<file path="src/sv/mp3_frame_header_decoder_top_defines.svh">
// Assertion macros for the MPEG audio frame header decoder.
// Expects clk and rst in the scope of each use; no other dependencies.
`ifndef MP3_FRAME_HEADER_DECODER_TOP_DEFINES_SVH
`define MP3_FRAME_HEADER_DECODER_TOP_DEFINES_SVH
`ifndef SYNTHESIS
`define MFHD_ASSERT_IMP(lbl, ante, cons) \
  lbl: assert property (@(posedge clk) disable iff (rst) (ante) |-> (cons)) \
    else $error("same-cycle check failed");
`define MFHD_ASSERT_NXT(lbl, ante, cons) \
  lbl: assert property (@(posedge clk) disable iff (rst) (ante) |=> (cons)) \
    else $error("next-cycle check failed");
`else
`define MFHD_ASSERT_IMP(lbl, ante, cons)
`define MFHD_ASSERT_NXT(lbl, ante, cons)
`endif
`endif

</file>
<file path="src/sv/mp3fhd_pkg.sv">
// Shared types, constants and header decode for the MPEG audio frame header decoder.
// No dependencies.
package mp3fhd_pkg;

  localparam int NUM_W  = 26;
  localparam int DEN_W  = 17;
  localparam int QUOT_W = 11;

  localparam logic [31:0] SYNC_MASK = 32'hffe0_0000;
  localparam logic [31:0] RSVD_MASK = 32'h0000_fc00;
  localparam logic [NUM_W-1:0] KBPS_SCALE = 26'd144000;

  typedef enum logic [2:0] {
    ST_OK      = 3'd0,
    ST_SYNC    = 3'd1,
    ST_LAYER   = 3'd2,
    ST_RATE    = 3'd3,
    ST_FREE    = 3'd4,
    ST_BITRATE = 3'd5
  } status_t;

  localparam logic [1:0] LAYER_III  = 2'b01;
  localparam logic [1:0] RATE_RSVD  = 2'b11;
  localparam logic [1:0] MODE_MONO  = 2'b11;
  localparam logic [3:0] BIX_FREE   = 4'd0;

  localparam logic [8:0] KBPS_V1 [16] = '{
    9'd0, 9'd32, 9'd40, 9'd48, 9'd56, 9'd64, 9'd80, 9'd96,
    9'd112, 9'd128, 9'd160, 9'd192, 9'd224, 9'd256, 9'd320, 9'd0
  };
  localparam logic [8:0] KBPS_V2 [16] = '{
    9'd0, 9'd8, 9'd16, 9'd24, 9'd32, 9'd40, 9'd48, 9'd56,
    9'd64, 9'd80, 9'd96, 9'd112, 9'd128, 9'd144, 9'd160, 9'd0
  };
  localparam logic [15:0] RATE_HZ [9] = '{
    16'd44100, 16'd48000, 16'd32000, 16'd22050, 16'd24000,
    16'd16000, 16'd11025, 16'd12000, 16'd8000
  };

  typedef struct packed {
    status_t     status;
    logic [8:0]  kbps;
    logic [15:0] hz;
    logic [1:0]  chans;
    logic        pad;
  } side_t;

  typedef struct packed {
    side_t side;
    logic  lsf;
  } dec_t;

  function automatic dec_t decode(input logic [31:0] h);
    dec_t       d;
    logic [1:0] rix;
    logic [3:0] bix;
    logic [3:0] sfi;
    logic       lsf;
    logic [8:0] kbps;
    d   = '0;
    rix = h[11:10];
    bix = h[15:12];
    if (h[20]) begin
      lsf = ~h[19];
      sfi = lsf ? (4'(rix) + 4'd3) : 4'(rix);
    end else begin
      lsf = 1'b1;
      sfi = 4'(rix) + 4'd6;
    end
    kbps = lsf ? KBPS_V2[bix] : KBPS_V1[bix];
    d.lsf = lsf;
    if ((h & SYNC_MASK) != SYNC_MASK || (h & RSVD_MASK) == RSVD_MASK) begin
      d.side.status = ST_SYNC;
    end else if (h[18:17] != LAYER_III) begin
      d.side.status = ST_LAYER;
    end else if (rix == RATE_RSVD) begin
      d.side.status = ST_RATE;
    end else if (bix == BIX_FREE) begin
      d.side.status = ST_FREE;
    end else if (kbps == 9'd0) begin
      d.side.status = ST_BITRATE;
    end else begin
      d.side.status = ST_OK;
      d.side.kbps   = kbps;
      d.side.hz     = RATE_HZ[sfi];
      d.side.chans  = (h[7:6] == MODE_MONO) ? 2'd1 : 2'd2;
      d.side.pad    = h[9];
    end
    return d;
  endfunction

endpackage

</file>
<file path="src/sv/mp3fhd_div_pipe.sv">
// Restoring divider pipeline, one quotient bit per register stage, with side data.
// Depends on mp3fhd_pkg.
module mp3fhd_div_pipe (
  input  logic                             clk,
  input  logic                             rst,
  input  logic                             in_valid,
  output logic                             in_ready,
  input  logic [mp3fhd_pkg::NUM_W-1:0]     num,
  input  logic [mp3fhd_pkg::DEN_W-1:0]     den,
  input  mp3fhd_pkg::side_t                side_in,
  output logic                             out_valid,
  input  logic                             out_ready,
  output logic [mp3fhd_pkg::QUOT_W-1:0]    quot,
  output mp3fhd_pkg::side_t                side_out
);
  import mp3fhd_pkg::*;

  localparam int CMP_W = NUM_W + 2;

  logic [NUM_W-1:0]  rem  [QUOT_W];
  logic [DEN_W-1:0]  dreg [QUOT_W];
  logic [QUOT_W-1:0] qreg [QUOT_W];
  side_t             sreg [QUOT_W];
  logic [QUOT_W-1:0] v;
  logic [QUOT_W:0]   en;

  assign en[QUOT_W] = out_ready;
  assign in_ready   = en[0];

  for (genvar k = 0; k < QUOT_W; k++) begin : g_stage
    localparam int SH = QUOT_W - 1 - k;
    logic [NUM_W-1:0]  r_in;
    logic [DEN_W-1:0]  d_in;
    logic [QUOT_W-1:0] q_in;
    side_t             s_in;
    logic              v_in;
    logic [CMP_W-1:0]  dsh;
    logic              fit;

    if (k == 0) begin : g_first
      assign r_in = num;
      assign d_in = den;
      assign q_in = '0;
      assign s_in = side_in;
      assign v_in = in_valid;
    end else begin : g_rest
      assign r_in = rem[k-1];
      assign d_in = dreg[k-1];
      assign q_in = qreg[k-1];
      assign s_in = sreg[k-1];
      assign v_in = v[k-1];
    end

    assign en[k] = ~v[k] | en[k+1];
    assign dsh   = CMP_W'(d_in) << SH;
    assign fit   = {2'b00, r_in} >= dsh;

    always_ff @(posedge clk) begin
      if (rst) begin
        v[k] <= 1'b0;
      end else if (en[k]) begin
        v[k] <= v_in;
      end
    end

    always_ff @(posedge clk) begin
      if (en[k]) begin
        rem[k]  <= fit ? (r_in - dsh[NUM_W-1:0]) : r_in;
        dreg[k] <= d_in;
        qreg[k] <= q_in | (fit ? (QUOT_W'(1) << SH) : '0);
        sreg[k] <= s_in;
      end
    end
  end

  assign out_valid = v[QUOT_W-1];
  assign quot      = qreg[QUOT_W-1];
  assign side_out  = sreg[QUOT_W-1];

endmodule

</file>
<file path="src/sv/mp3_frame_header_decoder_top.sv">
// MPEG audio Layer III frame header decoder. Takes one 32-bit header word per
// transfer and returns one result per header: status, frame length in bytes,
// bitrate, sample rate and channel count; on any error all fields but status
// are zero. Fully pipelined: one header per cycle when there is no back pressure,
// through these register stages: decode and table lookup, bitrate scaling
// multiply, eleven restoring-divider stages that each resolve one quotient bit,
// output register. Each stage holds only under back pressure, so empty stages fill up.
// Depends on mp3fhd_pkg, mp3fhd_div_pipe and mp3_frame_header_decoder_top_defines.svh.
`include "mp3_frame_header_decoder_top_defines.svh"

module mp3_frame_header_decoder_top (
  input  logic        clk,
  input  logic        rst,
  input  logic        in_valid,
  output logic        in_ready,
  input  logic [31:0] header_word,
  output logic        out_valid,
  input  logic        out_ready,
  output logic [2:0]  status,
  output logic [10:0] frame_bytes,
  output logic [8:0]  bitrate_kbps,
  output logic [15:0] sample_rate_hz,
  output logic [1:0]  channel_count
);
  import mp3fhd_pkg::*;

  // decode stage
  logic  a_v;
  dec_t  a_dec;
  logic  a_en;
  // scaling stage
  logic              b_v;
  logic [NUM_W-1:0]  b_num;
  logic [DEN_W-1:0]  b_den;
  side_t             b_side;
  logic              b_en;
  // divider
  logic              div_in_ready;
  logic              div_v;
  logic [QUOT_W-1:0] div_q;
  side_t             div_side;
  // output stage
  logic              o_v;
  logic              o_en;
  logic              fields_zero;
  logic              fields_set;

  assign o_en     = ~o_v | out_ready;
  assign b_en     = ~b_v | div_in_ready;
  assign a_en     = ~a_v | b_en;
  assign in_ready = a_en;

  always_ff @(posedge clk) begin
    if (rst) begin
      a_v <= 1'b0;
      b_v <= 1'b0;
      o_v <= 1'b0;
    end else begin
      if (a_en) begin
        a_v <= in_valid;
      end
      if (b_en) begin
        b_v <= a_v;
      end
      if (o_en) begin
        o_v <= div_v;
      end
    end
  end

  always_ff @(posedge clk) begin
    if (a_en) begin
      a_dec <= decode(header_word);
    end
    if (b_en) begin
      b_num  <= NUM_W'(a_dec.side.kbps) * KBPS_SCALE;
      b_den  <= a_dec.lsf ? {a_dec.side.hz, 1'b0} : {1'b0, a_dec.side.hz};
      b_side <= a_dec.side;
    end
    if (o_en) begin
      status         <= div_side.status;
      frame_bytes    <= (div_side.status == ST_OK) ? (div_q + QUOT_W'(div_side.pad)) : '0;
      bitrate_kbps   <= div_side.kbps;
      sample_rate_hz <= div_side.hz;
      channel_count  <= div_side.chans;
    end
  end

  mp3fhd_div_pipe u_div (
    .clk       (clk),
    .rst       (rst),
    .in_valid  (b_v),
    .in_ready  (div_in_ready),
    .num       (b_num),
    .den       (b_den),
    .side_in   (b_side),
    .out_valid (div_v),
    .out_ready (o_en),
    .quot      (div_q),
    .side_out  (div_side)
  );

  assign out_valid = o_v;

  assign fields_zero = frame_bytes == 11'd0 && bitrate_kbps == 9'd0 &&
                       sample_rate_hz == 16'd0 && channel_count == 2'd0;
  assign fields_set  = frame_bytes != 11'd0 && bitrate_kbps != 9'd0 &&
                       sample_rate_hz != 16'd0 && channel_count != 2'd0;

  `MFHD_ASSERT_IMP(a_err_zero, out_valid && status != ST_OK, fields_zero)
  `MFHD_ASSERT_IMP(a_ok_fields, out_valid && status == ST_OK, fields_set)
  `MFHD_ASSERT_NXT(a_enter, in_valid && in_ready, a_v)

endmodule

</file>
<file path="config.mk">
export PLATFORM = sky130hd
export DESIGN_NAME = mp3_frame_header_decoder_top
export DESIGN_NICKNAME = d
export VERILOG_FILES = /design/src/sv/mp3fhd_pkg.sv /design/src/sv/mp3fhd_div_pipe.sv /design/src/sv/mp3_frame_header_decoder_top.sv
export VERILOG_INCLUDE_DIRS = /design/src /design/src/sv
export SDC_FILE = /design/constraint.sdc
export NUM_CORES = 1
export LEC_CHECK = 0
export ABC_AREA = 1
export BUFFER_PORTS_ARGS = -buffer_cell sky130_fd_sc_hd__buf_4
export CAP_MARGIN = 40
export CELL_PAD_IN_SITES_DETAIL_PLACEMENT = 1
export CELL_PAD_IN_SITES_GLOBAL_PLACEMENT = 1
export CORE_ASPECT_RATIO = 0.7
export CORE_MARGIN = 2
export CORE_UTILIZATION = 46
export DETAILED_ROUTE_END_ITERATION = 10
export PLACE_DENSITY = 0.87
export SKIP_LAST_GASP = 1
export SLEW_MARGIN = 40
export SYNTH_ARGS = -nofsm -noshare
export SYNTH_HDL_FRONTEND = slang
export SYNTH_SLANG_ARGS = --single-unit
</file>
<file path="constraint.sdc">
create_clock -name clk -period 12.45 [get_ports clk]
set_input_delay 2.49 -clock clk [delete_from_list [all_inputs] [get_ports clk]]
set_output_delay 2.49 -clock clk [all_outputs]
set_load 0.02 [all_outputs]
</file>
=== Yosys cells after proc, flatten, opt, wreduce, memory -nomap -nowiden ===
Memory sizes are Yosys's and may differ from the RTL's. A register that Yosys moved wholly into a read port is not among the register bits.
Index checks and enable logic that the tools add are counted.

* Register bits after elaboration: 138
* Memory bits (writable): 935
* Bits in read-only memories: 544
* Output and inout bits: 43
* Logic and storage cells: 180
* Memories kept: 7

{| class="wikitable"
|+ Memory list
! memory !! depth !! bits a word !! rd ports !! clocked after Yosys merged registers in !! wr ports !! line !! source
|-
| u_div.sreg || 11 || 31 || 11 || 0 || 11 || mp3fhd_div_pipe.sv:23 || <nowiki>side_t sreg [QUOT_W];</nowiki>
|-
| u_div.rem || 11 || 26 || 10 || 0 || 11 || mp3fhd_div_pipe.sv:20 || <nowiki>logic [NUM_W-1:0] rem [QUOT_W];</nowiki>
|-
| (name not given) || 16 || 16 || 1 || 1 || 0 || mp3fhd_pkg.sv:85 || <nowiki>d.side.hz = RATE_HZ[sfi];</nowiki>
|-
| u_div.dreg || 11 || 17 || 10 || 0 || 11 || mp3fhd_div_pipe.sv:21 || <nowiki>logic [DEN_W-1:0] dreg [QUOT_W];</nowiki>
|-
| (name not given) || 16 || 9 || 1 || 0 || 0 || mp3fhd_pkg.sv:70 || <nowiki>kbps = lsf ? KBPS_V2[bix] : KBPS_V1[bix];</nowiki>
|-
| (name not given) || 16 || 9 || 1 || 0 || 0 || mp3fhd_pkg.sv:70 ||
|-
| +1 memories || -- || -- || -- || -- || -- || -- ||
|}

* Add/subtract/negate cells: 14
* Multiply operators: 1
* Order comparisons: 12
* Eq/ne operators: 5
* Multiplexer cells: 60
* Bitwise logic cells: 41
* Reduce and logical (&&, ||, !) cells: 6

{| class="wikitable"
|+ Operators with widths
! operator !! count
|-
| $mux 26 || 11
|-
| $or 11x11->11 || 10
|-
| $mux 9 || 6
|-
| $sub 26x26->26 || 2
|-
| $ge 26x27->1 || 1
|-
| $ge 26x17->1 || 1
|-
| $ge 26x18->1 || 1
|-
| $ge 26x19->1 || 1
|-
| $ge 26x20->1 || 1
|-
| $ge 26x21->1 || 1
|-
| $ge 26x22->1 || 1
|-
| $ge 26x23->1 || 1
|-
| $ge 26x24->1 || 1
|-
| $ge 26x25->1 || 1
|-
| $ge 26x26->1 || 1
|-
| $sub 26x17->26 || 1
|-
| $sub 26x18->26 || 1
|-
| $sub 26x19->26 || 1
|-
| $sub 26x20->26 || 1
|-
| $sub 26x21->26 || 1
|-
| $sub 26x22->26 || 1
|-
| $sub 26x23->26 || 1
|-
| $sub 26x24->26 || 1
|-
| $sub 26x25->26 || 1
|-
| 29 further kinds || 90
|}

=== Depth between registers and ports, before layout ===
* Depth after elaboration: 22
* Gate-level depth with buffers: 17
* Mapped depth without buffers: 16

=== Hierarchy ===
From an unflattened synthesis, not the netlist that was laid out.

* Cell total of the unflattened synthesis: 4557
* Area total of the unflattened synthesis: 47210.3 µm²

{| class="wikitable"
|+ Modules (own cells, without submodules)
! module !! times used !! cells an instance !! area each (µm²)
|-
| mp3fhd_div_pipe || 1 || 4059 || 41204.5
|-
| mp3_frame_header_decoder_top || 1 || 498 || 6005.8
|}

=== Least setup slack after synthesis ===
OpenSTA, ideal clock, no wires.

* Path kind: input -> output
* From: input out_ready
* To: output in_ready
* Arrival: 9.774 ns
* Data required time: 9.960 ns
* Setup slack: 0.186 ns
* Cell stages on the path: 8
* Path buffers: 0
* Cells stage by stage: inv_1 -> nand3_2 -> nor2_1 -> nand4_1 -> nor2_1 -> nand4_1 -> nor2_2 -> nand4_1

* Word-level cells in the longest chain between the ends: 14

{| class="wikitable"
|+ RTL lines
! item !! line !! source
|-
| start, declared || mp3_frame_header_decoder_top.sv:18 || <nowiki>input logic out_ready,</nowiki>
|-
| $or 1x1->1 || mp3_frame_header_decoder_top.sv:48 || <nowiki>assign o_en = ~o_v | out_ready;</nowiki>
|-
| $or 1x1->1 || mp3fhd_div_pipe.sv:54 || <nowiki>assign en[k] = ~v[k] | en[k+1];</nowiki>
|-
| net u_div.en[10] || mp3fhd_div_pipe.sv:25 || <nowiki>logic [QUOT_W:0] en;</nowiki>
|-
| $or 1x1->1 (4 in series) || mp3fhd_div_pipe.sv:54 ||
|-
| net u_div.en[6] || mp3fhd_div_pipe.sv:25 ||
|-
| $or 1x1->1 (4 in series) || mp3fhd_div_pipe.sv:54 ||
|-
| net u_div.en[2] || mp3fhd_div_pipe.sv:25 ||
|-
| $or 1x1->1 (2 in series) || mp3fhd_div_pipe.sv:54 ||
|-
| $or 1x1->1 || mp3_frame_header_decoder_top.sv:49 || <nowiki>assign b_en = ~b_v | div_in_ready;</nowiki>
|-
| $or 1x1->1 || mp3_frame_header_decoder_top.sv:50 || <nowiki>assign a_en = ~a_v | b_en;</nowiki>
|-
| end, declared || mp3_frame_header_decoder_top.sv:15 || <nowiki>output logic in_ready,</nowiki>
|}

The timed path passes the listed nets, and every way through them passes these cells.

=== Worst setup path in the final report ===
Ends and elaborated chain as after synthesis.

==> out/results.md <==
| Result | Value | Unit |
| --- | --- | --- |
| Count of maximum capacitance violations | 0 | - |
| Post-CTS setup buffer count | 0 | - |
| Max IR drop VDD | 0.000159 | V |
| Skew-Pair Late Insertion Delay | 680 | ps |
| Standard-cell rows | 91 | - |
| Worst clock skew on the final layout | 37.1 | ps |
| Post-route clock period utilization | 67.6 | % |
| Top-level I/O count | 79 | - |
| Fmax | 0.119 | GHz |
| Synth Area per Inst | 11.2 | um2 |
| Inserted Clock Buffers | 79 | - |
| Die outline area | 91800 | um2 |
| Highest metal layer with signal wires | met5 | - |
| Startpoint Class | input pin | - |
| Drt first pass iters | 8 | - |
| Fraction of layout instances using a drive strength above 1 | 8.58 | % |
| Dominant register cell in the synthesized netlist | edfxtp_1 | - |
| Pwr Density | 222 | nW/um2 |
| Post-route setup TNS | 0 | ps |
| Resize count post-CTS | 0 | - |
| Standard cell core area | 88400 | um2 |
| Input/output buffers | 66 | - |
| Final-layout fill cell count | 9390 | - |
| Initial core utilization | 46.5 | % |
| Least setup slack across all paths after layout | 4030 | ps |
| Horizontal die dimension | 361 | um |
| Static leakage | 0.0192 | uW |
| Setup CP Type | in -> out | - |
| Overall global routing resource usage | 27.7 | % |
| Overall power | 10100 | uW |
| Top-area cell type share of the netlist area | 61.1 | % |
| Cell count after synthesis | 3672 | - |
| Remaining number of nets flagged by the antenna check after routing | 0 | - |
| Ant diodes | 0 | - |
| Placement Cell Area | 42900 | um2 |
| Number of buffers added to fix hold violations after cts | 0 | - |
| Library cell with the highest instance count after synthesis | edfxtp_1 | - |
| Largest cells by area after synthesis | edfxtp_1, ha_1, nand2_1 | - |
| Final HPWL from detailed placement | 84000 | um |
| Arrival time of data at the critical path endpoint | 5930 | ps |
| Critical path endpoint category | output pin | - |
| Final design area excluding fillers | 45500 | um2 |
| FF+latch count, synth | 850 | - |
| Synth-to-layout area growth | 10.8 | % |
| Aggregate global routing overflow | 0 | - |
| Largest net degree at the start of global routing | 80 | - |
| Number of DRC violations after detailed routing | 0 | - |
| Worst-case setup slack after placement | 4280 | ps |
| Max-slew headroom | 42.0 | % |
| Final Hold Fails | 0 | - |
| Synth async-reset ratio | 0 | % |
| Sequential share of the synthesized area | 61.8 | % |
| Final setup violation count | 0 | - |
| Tightest Pin Transition | 870 | ps |
| Max Root-Sink Buffers | 3 | - |
| Setup repair after global routing missed its margin | no | - |
| Most area-hungry cell type in the Yosys netlist | edfxtp_1 | - |
| Detail Route met2 WL | 59600 | um |
| Detailed-route wire length on metal 1 | 51100 | um |
| Met3 Wirelength | 10400 | um |
| Run status | completed | - |
| Routed wire length | 128000 | um |
| Cell chosen for the clock root | clkbuf_16 | - |
| Netlist cell types | 67 | - |
| Iteration-0 DRC count of the detailed router | 3534 | - |
| First-pass GRT wire length | 194000 | um |
| Max H-tree Level | 3 | - |
| Fin nets | 4083 | - |
| Required time worst endpoint | 9960 | ps |
| Routed len/inst | 25.4 | um |
| Highest net fanout along the worst path | 65 | - |
| Hold WC Path Type | reg -> reg | - |
| Vias in the first global route | 31400 | - |
| Via/cell ratio | 5.96 | - |
| Number of enable-type register cells in the synthesized netlist | 836 | - |
| Max-slew violation total from the final report | 0 | - |
| Cell area after synthesis | 41100 | um2 |
| Gpl congestion | 0.920 | - |
| Clock tree from TritonCTS | built | - |
| Clock sink count | 850 | - |
| Chip Height | 254 | um |
| Antenna violations before repair | 6 | - |
| Warnings, synthesis | 0 | - |
| Minimum clock period | 8420 | ps |
| Clock input transition at the sequential cells of the worst setup and hold paths | 70 | ps |
| Top cells by instance count after synthesis | edfxtp_1, nand2_1, inv_1 | - |
| Routed vias | 29900 | - |
[final timing paths]
check                           slack [ps]        startpoint  cells after the start               end
worst min-delay path                   410  u_div.qreg[5][5]                      0  u_div.qreg[6][5]
worst min register to register         410  u_div.qreg[5][5]                      0  u_div.qreg[6][5]
worst max register to register        7770         out_valid                      9         b_num[16]
worst max-delay path                  4030         out_ready                     11          in_ready
[registers in the layout (all words and copies together) (netlist names), 2 cells and up]
| name | flops |
|---|---|
| b_side | 24 |
| u_div.qreg | 66 |
| u_div.sreg | 286 |
| bitrate_kbps | 6 |
| u_div.g_stage.v_in | 10 |
| u_div.dreg | 160 |
| status | 3 |
| a_dec | 27 |
| b_num | 16 |
| channel_count | 2 |
| u_div.rem | 205 |
| b_den | 16 |
| frame_bytes | 11 |
| sample_rate_hz | 14 |
[cells by family after synthesis]
| logic type | count (synthesis) | share of synthesized area [%] |
|---|---|---|
| flip-flops | 850 | 61.8 |
| multiplexers | 1 | 0.0274 |
| adder cells (fa/ha/maj) | 252 | 7.94 |
| buffers and inverters | 512 | 5.12 |
| AO/OA/AOI/OAI | 600 | 8.37 |
| other | 1 | 0.00912 |
| AND/OR/NAND/NOR | 1320 | 13.9 |
| XOR/XNOR | 136 | 2.90 |
[power breakdown]
group	total [uW]	internal [uW]	leakage, uW	switching [uW]
clock	2550	1370	0.00125	1180
sequential	4020	3680	0.00986	339
combinational	3540	1150	0.00810	2390
total	10100	6200	0.0192	3910
[worst max-delay path, cell delays in order]
cell	delay [ps]
buf_4	110
inv_1	120
nand3_4	550
nor2_1	410
nand4_1	490
nor2_1	420
nand4_1	210
buf_6	350
nor2_2	350
nand4_1	210
buf_4	220
[per-stage QoR]
step	hold slack, ps	instances	utilization, %
6_report	412	5021	51.5
2_1_floorplan	400	3675	-
3_5_place_dp	405	4875	48.5
4_1_cts	420	5020	51.5
3_3_place_gp	401	4875	48.5
5_1_grt	424	5021	51.5
[placed cells by master (no fill, tap or decap), types with 14 or more instances in the layout]
| cell | n |
|---|---|
| xor2_1 | 77 |
| o21ai_1 | 32 |
| xnor2_1 | 59 |
| dfxtp_1 | 14 |
| a21oi_2 | 17 |
| fa_1 | 15 |
| a21o_1 | 29 |
| or2_2 | 17 |
| nand4_1 | 48 |
| nand2_1 | 705 |
| o21bai_1 | 14 |
| nor2_1 | 268 |
| clkinv_1 | 20 |
| edfxtp_1 | 836 |
| ha_1 | 237 |
| inv_1 | 454 |
| nand3_1 | 164 |
| o21ai_0 | 176 |
| clkbuf_16 | 79 |
| o21ai_2 | 27 |
| a21oi_1 | 252 |
| nor3_1 | 43 |
| buf_4 | 73 |
[cell type report]
cell class	instances	area, um2	share of cell area, %
flip-flops and latches	850	25400	55.7
multi-input cells	2313	13700	30.0
repair buffers	81	638	1.40
clock inverters	52	562	1.23
well taps	1162	1450	3.19
clock buffers	93	2060	4.52
inverters	470	1770	3.89
[routing by layer]
layer  up-vias  global-route usage [%]
met4         8                    13.0
li1      13000                       -
met2      1657                    45.9
met5         -                       0
met1     14900                    35.3
met3       435                    5.08
Note: power is estimated with default switching activity, not from simulation.
